<file path="config.mk">
export PLATFORM = sky130hd
export DESIGN_NAME = mvcc_visibility_filter_unit
export DESIGN_NICKNAME = d
export VERILOG_FILES = /design/src/mvf_pkg.sv /design/src/mvcc_visibility_filter_unit.sv /design/src/mvf_cell.sv /design/src/mvf_ctrl.sv
export SDC_FILE = /design/constraint.sdc
export NUM_CORES = 2
export LEC_CHECK = 0
export ABC_AREA = 1
export BUFFER_PORTS_ARGS = -buffer_cell sky130_fd_sc_hd__buf_2
export CORE_MARGIN = 2
export CORE_UTILIZATION = 40
export CTS_BUF_LIST = sky130_fd_sc_hd__clkbuf_2 sky130_fd_sc_hd__clkbuf_4 sky130_fd_sc_hd__clkbuf_8
export DETAILED_ROUTE_END_ITERATION = 6
export HOLD_SLACK_MARGIN = 0.08
export PLACE_DENSITY = 0.67
export SYNTH_ARGS = -nofsm -noshare
export SYNTH_HDL_FRONTEND = slang
export SYNTH_HIERARCHICAL = 1
export SYNTH_SLANG_ARGS = --single-unit
</file>
<file path="constraint.sdc">
create_clock -name aclk -period 14 [get_ports aclk]
set_clock_uncertainty 0.15 [all_clocks]
set_input_delay 2.1 -clock aclk [delete_from_list [all_inputs] [get_ports aclk]]
set_output_delay 2.1 -clock aclk [all_outputs]
set_load 0.01 [all_outputs]
</file>
<file path="src/mvf_pkg.sv">
// Shared types, constants and command codes for the MVCC visibility filter.
// Depends on nothing; every other file of the block imports it.
package mvf_pkg;

    // Table geometry and id width.
    localparam int ACTIVE_SLOTS = 32;
    localparam int ID_BITS      = 32;

    // Ids travel as 32-bit fields; they are compared in their low ID_W bits, all 32 at the default ID_BITS.
    localparam int FIELD_W = 32;
    localparam int ID_W    = (ID_BITS < FIELD_W) ? ID_BITS : FIELD_W;
    localparam int IDX_W   = $clog2(ACTIVE_SLOTS);
    localparam int CNT_W   = $clog2(ACTIVE_SLOTS + 1);
    localparam int CNT_OUT_W = 6;

    // Beat widths.
    localparam int S_DATA_W = 136;
    localparam int M_DATA_W = 8;

    // Configuration port.
    localparam int CFG_IDX_W  = 2;
    localparam int CFG_DATA_W = 32;
    localparam logic [CFG_IDX_W-1:0] REG_ISOLATION_MODE = 2'd0;
    localparam logic [CFG_IDX_W-1:0] REG_TXN_ID         = 2'd1;
    localparam logic [CFG_IDX_W-1:0] REG_COMMAND_ID     = 2'd2;

    // Commands.
    localparam logic [1:0] CMD_CLEAR = 2'd0;
    localparam logic [1:0] CMD_ADD   = 2'd1;
    localparam logic [1:0] CMD_CHECK = 2'd2;

    typedef logic [ID_W-1:0] mvf_id_t;

    // Lookup keys broadcast to every cell for the duration of a walk.
    typedef struct packed {
        mvf_id_t key_a;
        mvf_id_t key_b;
    } mvf_query_t;

    // Token and running hit flags handed from cell to cell.
    typedef struct packed {
        logic tok;
        logic hit_a;
        logic hit_b;
    } mvf_link_t;

    // Table update strobes from the controller.
    typedef struct packed {
        logic             clr;
        logic             wr_en;
        logic [IDX_W-1:0] wr_idx;
        mvf_id_t          wr_id;
    } mvf_tbl_ctl_t;

endpackage

</file>
<file path="src/mvcc_visibility_filter_unit.sv">
// Top level of the MVCC visibility filter: controller plus a chain of table cells.
// Depends on mvf_pkg, mvf_cell and mvf_ctrl.
//
// Each s_ beat is one command: clear the active-id table, add one id to it, or
// check one record version against the reading transaction; every command
// returns exactly one m_ beat with visible, overflow and the table fill count.
// The table is a row of ACTIVE_SLOTS cells; a lookup token walks the row one cell
// per cycle, gathering "xmin is active" and "xmax is active" flags on the way.
// Add and check therefore hold the block from one accepted beat to the next for
// the whole walk through the cell row; clear and unknown commands skip the walk
// and go straight to the result stage. One command is worked at a time;
// a finished result waits in the output register while the next beat is taken.
// Configuration writes (cfg_index 0 isolation mode, 1 txn id, 2 command id) take
// effect on the clock edge that sees cfg_wr_en; write them only while the block
// is idle. Unused cfg_index codes are dropped.
module mvcc_visibility_filter_unit (
    input  logic                              aclk,
    input  logic                              aresetn,
    // configuration write port
    input  logic                              cfg_wr_en,
    input  logic [mvf_pkg::CFG_IDX_W-1:0]     cfg_index,
    input  logic [mvf_pkg::CFG_DATA_W-1:0]    cfg_wdata,
    // command beats
    input  logic                              s_tvalid,
    output logic                              s_tready,
    // [1:0] command, [33:2] active_id, [65:34] rec_xmin, [97:66] rec_xmax,
    // [129:98] rec_cid, [130] rec_deleted, [135:131] zero
    input  logic [mvf_pkg::S_DATA_W-1:0]      s_tdata,
    // result beats
    output logic                              m_tvalid,
    input  logic                              m_tready,
    // [0] visible, [1] overflow, [7:2] active_count
    output logic [mvf_pkg::M_DATA_W-1:0]      m_tdata
);
    import mvf_pkg::*;

    mvf_query_t   query;
    mvf_tbl_ctl_t tbl_ctl;
    mvf_link_t    chain_head;
    mvf_link_t    links [ACTIVE_SLOTS+1];

    mvf_ctrl u_ctrl (
        .aclk       (aclk),
        .aresetn    (aresetn),
        .cfg_wr_en  (cfg_wr_en),
        .cfg_index  (cfg_index),
        .cfg_wdata  (cfg_wdata),
        .s_tvalid   (s_tvalid),
        .s_tready   (s_tready),
        .s_tdata    (s_tdata),
        .m_tvalid   (m_tvalid),
        .m_tready   (m_tready),
        .m_tdata    (m_tdata),
        .query      (query),
        .chain_head (chain_head),
        .chain_tail (links[ACTIVE_SLOTS]),
        .tbl_ctl    (tbl_ctl)
    );

    assign links[0] = chain_head;

    // Build the cell row; each cell registers its stage of the walk and
    // takes the write when its slot index matches the fill count.
    for (genvar i = 0; i < ACTIVE_SLOTS; i++) begin : g_cell
        logic cell_we;
        assign cell_we = tbl_ctl.wr_en && (tbl_ctl.wr_idx == IDX_W'(i));

        mvf_cell u_cell (
            .aclk     (aclk),
            .aresetn  (aresetn),
            .query    (query),
            .clr      (tbl_ctl.clr),
            .wr_en    (cell_we),
            .wr_id    (tbl_ctl.wr_id),
            .link_in  (links[i]),
            .link_out (links[i+1])
        );
    end

endmodule

</file>
<file path="src/mvf_cell.sv">
// One slot of the active-id table: stored id, valid bit and a chain stage.
// Depends on mvf_pkg.
module mvf_cell (
    input  logic               aclk,
    input  logic               aresetn,
    input  mvf_pkg::mvf_query_t query,
    input  logic               clr,
    input  logic               wr_en,
    input  mvf_pkg::mvf_id_t   wr_id,
    input  mvf_pkg::mvf_link_t link_in,
    output mvf_pkg::mvf_link_t link_out
);
    import mvf_pkg::*;

    mvf_id_t   id_reg;
    logic      valid_reg;
    logic      valid_next;
    mvf_link_t link_reg;
    mvf_link_t link_next;

    always_comb begin
        valid_next = valid_reg;
        if (clr) begin
            valid_next = 1'b0;
        end else if (wr_en) begin
            valid_next = 1'b1;
        end
    end

    // Fold this slot's match into the flags and pass the token on.
    always_comb begin
        link_next.tok   = link_in.tok;
        link_next.hit_a = link_in.hit_a | (valid_reg && (id_reg == query.key_a));
        link_next.hit_b = link_in.hit_b | (valid_reg && (id_reg == query.key_b));
    end

    always_ff @(posedge aclk) begin
        if (!aresetn) begin
            valid_reg <= 1'b0;
            link_reg  <= '0;
        end else begin
            valid_reg <= valid_next;
            link_reg  <= link_next;
        end
    end

    always_ff @(posedge aclk) begin
        if (wr_en) begin
            id_reg <= wr_id;
        end
    end

    assign link_out = link_reg;

endmodule

</file>
<file path="src/mvf_ctrl.sv">
// Sequencer, configuration registers, visibility rules and output register.
// Depends on mvf_pkg; drives the cell chain built in the top level.
module mvf_ctrl (
    input  logic                                aclk,
    input  logic                                aresetn,
    input  logic                                cfg_wr_en,
    input  logic [mvf_pkg::CFG_IDX_W-1:0]       cfg_index,
    input  logic [mvf_pkg::CFG_DATA_W-1:0]      cfg_wdata,
    input  logic                                s_tvalid,
    output logic                                s_tready,
    input  logic [mvf_pkg::S_DATA_W-1:0]        s_tdata,
    output logic                                m_tvalid,
    input  logic                                m_tready,
    output logic [mvf_pkg::M_DATA_W-1:0]        m_tdata,
    output mvf_pkg::mvf_query_t                 query,
    output mvf_pkg::mvf_link_t                  chain_head,
    input  mvf_pkg::mvf_link_t                  chain_tail,
    output mvf_pkg::mvf_tbl_ctl_t               tbl_ctl
);
    import mvf_pkg::*;

    localparam logic [1:0] ST_IDLE   = 2'd0;
    localparam logic [1:0] ST_WALK   = 2'd1;
    localparam logic [1:0] ST_FINISH = 2'd2;

    logic [1:0]       state_reg, state_next;
    logic             launch_reg, launch_next;
    logic [CNT_W-1:0] count_reg, count_next;
    logic             m_tvalid_reg, m_tvalid_next;
    logic             hit_a_reg, hit_b_reg;

    // Configuration.
    logic    mode_reg;
    mvf_id_t txn_reg;
    mvf_id_t cmd_id_reg;

    // Captured item.
    logic [1:0] cmd_reg;
    mvf_id_t    key_a_reg;
    mvf_id_t    key_b_reg;
    mvf_id_t    cid_reg;
    logic       del_reg;

    logic [M_DATA_W-1:0] m_data_reg, m_data_next;

    logic       s_accept;
    logic       commit;
    logic [1:0] in_cmd;
    logic       table_full;
    logic       vis;
    logic       ovf;
    logic       ins_ok;
    logic       del_ok;
    logic [CNT_W+CNT_OUT_W-1:0] cnt_ext;

    assign in_cmd   = s_tdata[1:0];
    assign s_tready = (state_reg == ST_IDLE);
    assign s_accept = s_tvalid && s_tready;
    assign commit   = (state_reg == ST_FINISH) && (!m_tvalid_reg || m_tready);
    assign table_full = (count_reg == CNT_W'(ACTIVE_SLOTS));

    // Visibility rules on the captured record.
    always_comb begin
        ins_ok = (key_a_reg == txn_reg) ||
                 ((key_a_reg != '0) && !hit_a_reg && (!mode_reg || (key_a_reg < txn_reg)));
        del_ok = (key_b_reg != txn_reg) &&
                 ((key_b_reg == '0) || hit_b_reg || (mode_reg && (key_b_reg > txn_reg)));
        if (cmd_reg != CMD_CHECK) begin
            vis = 1'b0;
        end else if (txn_reg == '0) begin
            vis = !del_reg;
        end else if ((key_a_reg == txn_reg) && (cid_reg == cmd_id_reg)) begin
            vis = 1'b0;
        end else begin
            vis = ins_ok && del_ok;
        end
    end

    assign ovf = (cmd_reg == CMD_ADD) && !hit_a_reg && table_full;

    always_comb begin
        count_next = count_reg;
        if (commit) begin
            case (cmd_reg)
                CMD_CLEAR: count_next = '0;
                CMD_ADD: begin
                    if (!hit_a_reg && !table_full) begin
                        count_next = count_reg + CNT_W'(1);
                    end
                end
                default: count_next = count_reg;
            endcase
        end
    end

    assign cnt_ext = {{CNT_OUT_W{1'b0}}, count_next};

    always_comb begin
        m_data_next = m_data_reg;
        if (commit) begin
            m_data_next = {cnt_ext[CNT_OUT_W-1:0], ovf, vis};
        end
    end

    always_comb begin
        m_tvalid_next = m_tvalid_reg;
        if (commit) begin
            m_tvalid_next = 1'b1;
        end else if (m_tready) begin
            m_tvalid_next = 1'b0;
        end
    end

    always_comb begin
        state_next  = state_reg;
        launch_next = 1'b0;
        case (state_reg)
            ST_IDLE: begin
                if (s_accept) begin
                    if ((in_cmd == CMD_ADD) || (in_cmd == CMD_CHECK)) begin
                        state_next  = ST_WALK;
                        launch_next = 1'b1;
                    end else begin
                        state_next = ST_FINISH;
                    end
                end
            end
            ST_WALK: begin
                if (chain_tail.tok) begin
                    state_next = ST_FINISH;
                end
            end
            ST_FINISH: begin
                if (commit) begin
                    state_next = ST_IDLE;
                end
            end
            default: state_next = ST_IDLE;
        endcase
    end

    always_ff @(posedge aclk) begin
        if (!aresetn) begin
            state_reg    <= ST_IDLE;
            launch_reg   <= 1'b0;
            count_reg    <= '0;
            m_tvalid_reg <= 1'b0;
            mode_reg     <= 1'b0;
            txn_reg      <= '0;
            cmd_id_reg   <= '0;
        end else begin
            state_reg    <= state_next;
            launch_reg   <= launch_next;
            count_reg    <= count_next;
            m_tvalid_reg <= m_tvalid_next;
            if (cfg_wr_en) begin
                case (cfg_index)
                    REG_ISOLATION_MODE: mode_reg   <= cfg_wdata[0];
                    REG_TXN_ID:         txn_reg    <= cfg_wdata[ID_W-1:0];
                    REG_COMMAND_ID:     cmd_id_reg <= cfg_wdata[ID_W-1:0];
                    default: ;
                endcase
            end
        end
    end

    always_ff @(posedge aclk) begin
        m_data_reg <= m_data_next;
        if (s_accept) begin
            cmd_reg   <= in_cmd;
            key_a_reg <= (in_cmd == CMD_ADD) ? s_tdata[2 +: ID_W] : s_tdata[34 +: ID_W];
            key_b_reg <= s_tdata[66 +: ID_W];
            cid_reg   <= s_tdata[98 +: ID_W];
            del_reg   <= s_tdata[130];
        end
        if ((state_reg == ST_WALK) && chain_tail.tok) begin
            hit_a_reg <= chain_tail.hit_a;
            hit_b_reg <= chain_tail.hit_b;
        end
    end

    assign m_tvalid = m_tvalid_reg;
    assign m_tdata  = m_data_reg;

    assign query.key_a = key_a_reg;
    assign query.key_b = key_b_reg;

    assign chain_head.tok   = launch_reg;
    assign chain_head.hit_a = 1'b0;
    assign chain_head.hit_b = 1'b0;

    assign tbl_ctl.clr    = commit && (cmd_reg == CMD_CLEAR);
    assign tbl_ctl.wr_en  = commit && (cmd_reg == CMD_ADD) && !hit_a_reg && !table_full;
    assign tbl_ctl.wr_idx = count_reg[IDX_W-1:0];
    assign tbl_ctl.wr_id  = key_a_reg;

    // The token only leaves the chain during a walk.
    a_tok_in_walk: assert property (@(posedge aclk) disable iff (!aresetn)
        chain_tail.tok |-> (state_reg == ST_WALK))
        else $error("token left the chain outside a walk");

    // The fill count never passes the table depth.
    a_count_bound: assert property (@(posedge aclk) disable iff (!aresetn)
        count_reg <= CNT_W'(ACTIVE_SLOTS))
        else $error("active count beyond table depth");

    // An overflowing add leaves the table size alone.
    a_ovf_hold: assert property (@(posedge aclk) disable iff (!aresetn)
        (commit && ovf) |=> $stable(count_reg))
        else $error("count moved on overflow");

    // A lookup command launches a token in the next cycle.
    a_launch: assert property (@(posedge aclk) disable iff (!aresetn)
        (s_accept && ((in_cmd == CMD_ADD) || (in_cmd == CMD_CHECK))) |=> launch_reg)
        else $error("lookup accepted without a token launch");

    // No table write while the table is full.
    a_no_wr_full: assert property (@(posedge aclk) disable iff (!aresetn)
        tbl_ctl.wr_en |-> !table_full)
        else $error("table write with the table full");

endmodule

</file>
**Word level (Yosys, flattened, before mapping)**

Cells that the tools add are included.

- Reduce and logical (&&, ||, !) cells: 137
- Div/mod/pow operators: 0
- Multiply operators: 0
- Eq/ne operators: 110
- Shift operators: 0
- Add/subtract/negate cells: 1
- Bitwise gates (word level): 63
- $lt $le $gt $ge: 2
- Muxes and demuxes: 14

Operators with widths:

| cell | number |
|---|---|
| $eq 32x32->1 | 66 |
| $logic_and 1x1->1 | 112 |
| $eq 5x5->1 const B | 16 |
| $logic_not 32->1 | 2 |
| $or 1x1->1 | 62 |
| $eq 5x4->1 const B | 8 |
| $gt 32x32->1 | 1 |
| $lt 32x32->1 | 1 |
| $mux 32 | 1 |
| $ne 32x32->1 | 1 |
| $reduce_bool 32->1 | 1 |
| $eq 5x3->1 const B | 4 |
| $mux 6 | 2 |
| $pmux 6 s2 | 1 |
| $eq 5x2->1 const B | 2 |
| $eq 2x1->1 const B | 4 |
| $mux 2 | 4 |
| $add 6x1->6 const B | 1 |
| $eq 2x2->1 const B | 3 |
| $eq 6x6->1 const B | 1 |
| $logic_not 2->1 | 3 |
| $logic_or 1x1->1 | 6 |
| $pmux 2 s3 | 1 |
| $reduce_and 2->1 | 3 |
| 10 further kinds | 21 |

- Logic and storage cells: 503
- Latch bits: 0
- Memory bits (read-only): 0
- Memories: 0
- Bits in writable memories: 0
- Input port bits: 175
- Output and inout port bits: 10
- Register bits: 1336

**Depth between registers and ports, before layout**

- Word-level depth: 7
- Gate-level depth with buffers: 18
- Mapped depth without buffers: 18

**Modules after synthesis**

The synthesis kept the hierarchy.

Modules (own cells, without submodules):

| module | area an instance (um^2) | cells an instance | seq. area each (um^2) | instances |
|---|---|---|---|---|
| mvf_cell | 2132.0 | 281 | 1041.0 | 32 |
| mvf_ctrl | 9026.2 | 914 | 4774.6 | 1 |
| mvcc_visibility_filter_unit | 266.5 | 67 | 0.0 | 1 |

**Worst setup path after synthesis**

No wires, ideal clock.

- Kind: input-to-reg
- From: input s_tvalid
- To: register u_ctrl.cid_reg[0], enable pin
- Buffers on the path: 0
- Required time: 13.172 ns
- Cell stages on the path: 2
- Slack: 4.337 ns
- Setup time: 0.678 ns
- Data arrival time: 8.835 ns
- Cells stage by stage: inv_1 -> nor3_1

- Longest elaborated chain between the ends: 1

RTL lines:

| element | line | RTL |
|---|---|---|
| from (decl) | mvcc_visibility_filter_unit.sv:24 | `input logic s_tvalid,` |
| $logic_and 1x1->1 | mvf_ctrl.sv:58 | `assign s_accept = s_tvalid && s_tready;` |
| named net u_ctrl.s_accept | mvf_ctrl.sv:46 | `logic s_accept;` |
| to (signal assigned) | mvf_ctrl.sv:173 | `cid_reg <= s_tdata[98 +: ID_W];` |
| to (decl) | mvf_ctrl.sv:41 | `mvf_id_t cid_reg;` |

The timed path passes the listed nets, and every way through them passes these cells.
A chain may end at the register's enable or synchronous reset.

**Final worst setup path**

- From: register u_ctrl.state_reg[1]
- To: output s_tready

- Longest elaborated chain between the ends: 1

RTL lines:

| element | line | RTL |
|---|---|---|
| from (decl) | mvf_ctrl.sv:26 | `logic [1:0] state_reg, state_next;` |
| from (signal assigned) | mvf_ctrl.sv:152 | `state_reg <= state_next;` |
| $logic_not 2->1 | mvf_ctrl.sv:57 | `assign s_tready = (state_reg == ST_IDLE);` |
| to (decl) | mvcc_visibility_filter_unit.sv:25 | `output logic s_tready,` |

Every way passes these cells.

==> summary.md <==
| Metric | Value |
|---|---|
| Area Growth Syn to Fin | 12.7% |
| Multi-input gate area | 31700 um2 |
| P_leak | 39.6 nW |
| Post-synth top cells | 3484 x nand2_1, 1910 x inv_1, 1151 x nor2_1 |
| # hold bufs at CTS | 0 |
| Final min period | 3980 ps |
| CP max stage delay | 360 ps |
| Share of the synthesized area in the top cell type | between 40% and 50% |
| CTS Buf Count | 218 |
| Post-Route Setup TNS | 0 ps |
| Final core utilization | 45.4% |
| Starting Density | 40.3% |
| Buffer depth of the longest clock path | 3 |
| Ys flop type | edfxtp_1 |
| Sink Count | 1336 |
| Max Cap Viol | 0 |
| Most numerous cell in the Yosys netlist | nand2_1 |
| Vias in the first global route | 64800 |
| GRT Resource Usage Total | between 20% and 30% |
| WP buf/inv | 1 |
| Largest net degree at the start of global routing | 99 |
| Wire per inst | 19.0 um |
| Routed vias/inst | 5.08 |
| DRC viols | 0 |
| Worst Setup Start Kind | flop |
| # setup viols final | 0 |
| Critical Setup Path Class | flop to primary output |
| Antenna violations before repair | 8 |
| Register Area | 38100 um2 |
| Die H | 444 um |
| Hpwl dp | 152000 um |
| Total power | about 12 mW |
| Worst EP arrival | about 1700 ps |
| Reg-to-Reg Start | u_ctrl/count_reg[1]$_SDFF_PN0_ |
| Slowest-stage cell, CP | dfxtp_1 |
| Die X | 444 um |
| Fmax | between 0.2 and 0.3 GHz |
| Worst EP required | 11750 ps |
| Fin area | just under 90000 um2 |
| Post-synth cell types | 39 |
| Core Area | 193000 um2 |
| Total gr overflow | 0 |
| Worst slew pin tran | about 1200 ps |
| H-tree Lvls | 4 |
| Hold Startpoint | g_cell[28].u_cell/link_out[2]$_SDFF_PN0_ |
| Worst slew margin | between 10% and 20% |
| Post-CTS Setup Inserts | 0 |
| Root Buffer Master | clkbuf_8 |
| Worst min-delay path category | flop to flop |
| Period utilization | 28.4% |
| Max reg flops | 1024 |
| Top Family by Delay on Critical Path | flip-flops |
| Routed Antenna Nets | 0 |
| Number of gates resized after cts | 0 |
| Cell Area, Synth | 77500 um2 |
| Unrepaired setup endpoints after global routing | no |
| PortBufs | 179 |
| Register area share after synthesis | 49.1% |
| Total wire length | 251000 um |
| Worst-Skew Late Latency | 980 ps |
| Number of synthesized flops with an enable pin | 1133 |
| Status | complete, no violations |
| Nets | 10700 |
| Placed inst area | 82500 um2 |
| Hold Slack | ~250 ps |
| Main area contributors after synthesis | edfxtp_1 44%, nand2_1 17%, inv_1 9.2% |
| Crit. Startpoint | u_ctrl/state_reg[1]$_SDFFE_PN0P_ |
| Crit-path cells | nor2_1 -> buf_2 |
| P per Cell Area | 135 nW/um2 |
| VDD IR max | about 0.11 mV |
| Layout fillers | 18200 |
| GPL Wtd Cong | about 0.9 |
| Synth Area per Inst | 7.77 um2 |
| Die Footprint | 197000 um2 |
| Pins over their slew limit | 0 |
| Clock transition at the registers of the reported paths | 60 ps |
| Layout cells sized above 1 | 9.79% |
| Count of final hold-check violations | 0 |
| Synth Instances | ~10000 |
| Via total after detailed routing | 66800 |
| Synth warnings | 6 |
| DR pass1 iterations | 6 |
| 1st-iter DRT viols | 6721 |
| Post-synth top area cell | edfxtp_1 |
| First-pass GRT wire length | about 370000 um |
| Worst-path fanout max | 5 |
| CTS tree | built |
| Flops & latches, synth | 1336 |
| Async SR Flop Fraction | 0% |
| Core Rows | around 160 |
| Setup crit end kind | primary output |
| Io pins | 185 |
==> stage by stage <==
stage,worst slack [ps],instances
floorplan,4340,9974
global placement,9130,12700
detailed placement,9120,12700
CTS,9930,13200
global route,9920,13200
finish,10020,13200
==> where the power goes <==
group	total (mW)	switching, mW	leakage [nW]	internal, mW
clock network	3.79	1.67	2.58	2.12
registers	4.64	0.0549	11.9	4.59
logic	3.36	2.43	25.2	0.924
==> layout make-up <==
cell class / count / area share, %
diodes: 2 / 0.00573
clock buffers: 328 / 4.72
clock inverters: 84 / 0.852
inverters: 2012 / 8.65
multi-input cells: 6561 / 36.3
flip-flops and latches: 1336 / 43.6
well taps: 2526 / 3.62
repair buffers: 311 / 2.23
==> placed cells by master (no fill, tap or decap), types with 34 or more instances in the layout <==
cell type	instances
nand2_1	3484
inv_1	1910
edfxtp_1	1133
nor2_1	1119
xnor2_1	633
nand4_1	335
clkbuf_8	266
dfxtp_1	203
buf_2	178
o21ai_0	138
nand3_1	136
a21oi_1	133
xor2_1	131
buf_4	128
nor2_2	105
inv_2	99
nor3_1	78
ha_1	66
clkbuf_4	62
or2_2	35
clkinv_2	34
==> final timing paths <==
check	end	slack (ps)	cells after the start
max	s_tready	10020	2
min	g_cell[29].u_cell/link_out[2]$_SDFF_PN0_	250	2
max reg2reg	g_cell[10].u_cell/id_reg[9]$_DFFE_PP_	10180	8
min reg2reg	g_cell[29].u_cell/link_out[2]$_SDFF_PN0_	250	2
==> cells by family (layout without fill, tap and decap cells) <==
kind of cell,after synthesis,count (layout),synth area share [%]
adder cells (fa/ha/maj),67,67,1.08
AO/OA/AOI/OAI,317,317,2.14
other,1,4,0.00484
buffers and inverters,2077,2735,10.3
XOR/XNOR,764,764,8.63
AND/OR/NAND/NOR,5379,5379,28.3
multiplexers,32,32,0.465
flip-flops,1336,1336,49.1
==> worst register-to-register path: cells and delay by family, from the launching register on <==
family,cells,cell delay (ps)
buf+inv,2,410
simple gates,5,1900
flops,1,710
fa+ha+maj,1,210
==> routing by layer <==
layer / vias up / part of all wire, % / GRT usage [%]
li1: 31600 / - / -
met1: 31000 / 39 / 30.3
met2: 3386 / 46 / 41.2
met3: 859 / 9.4 / 4.47
met4: 4 / 5.6 / 12.9
met5: - / 0.011 / 0
(Power assumes the default switching activity.)
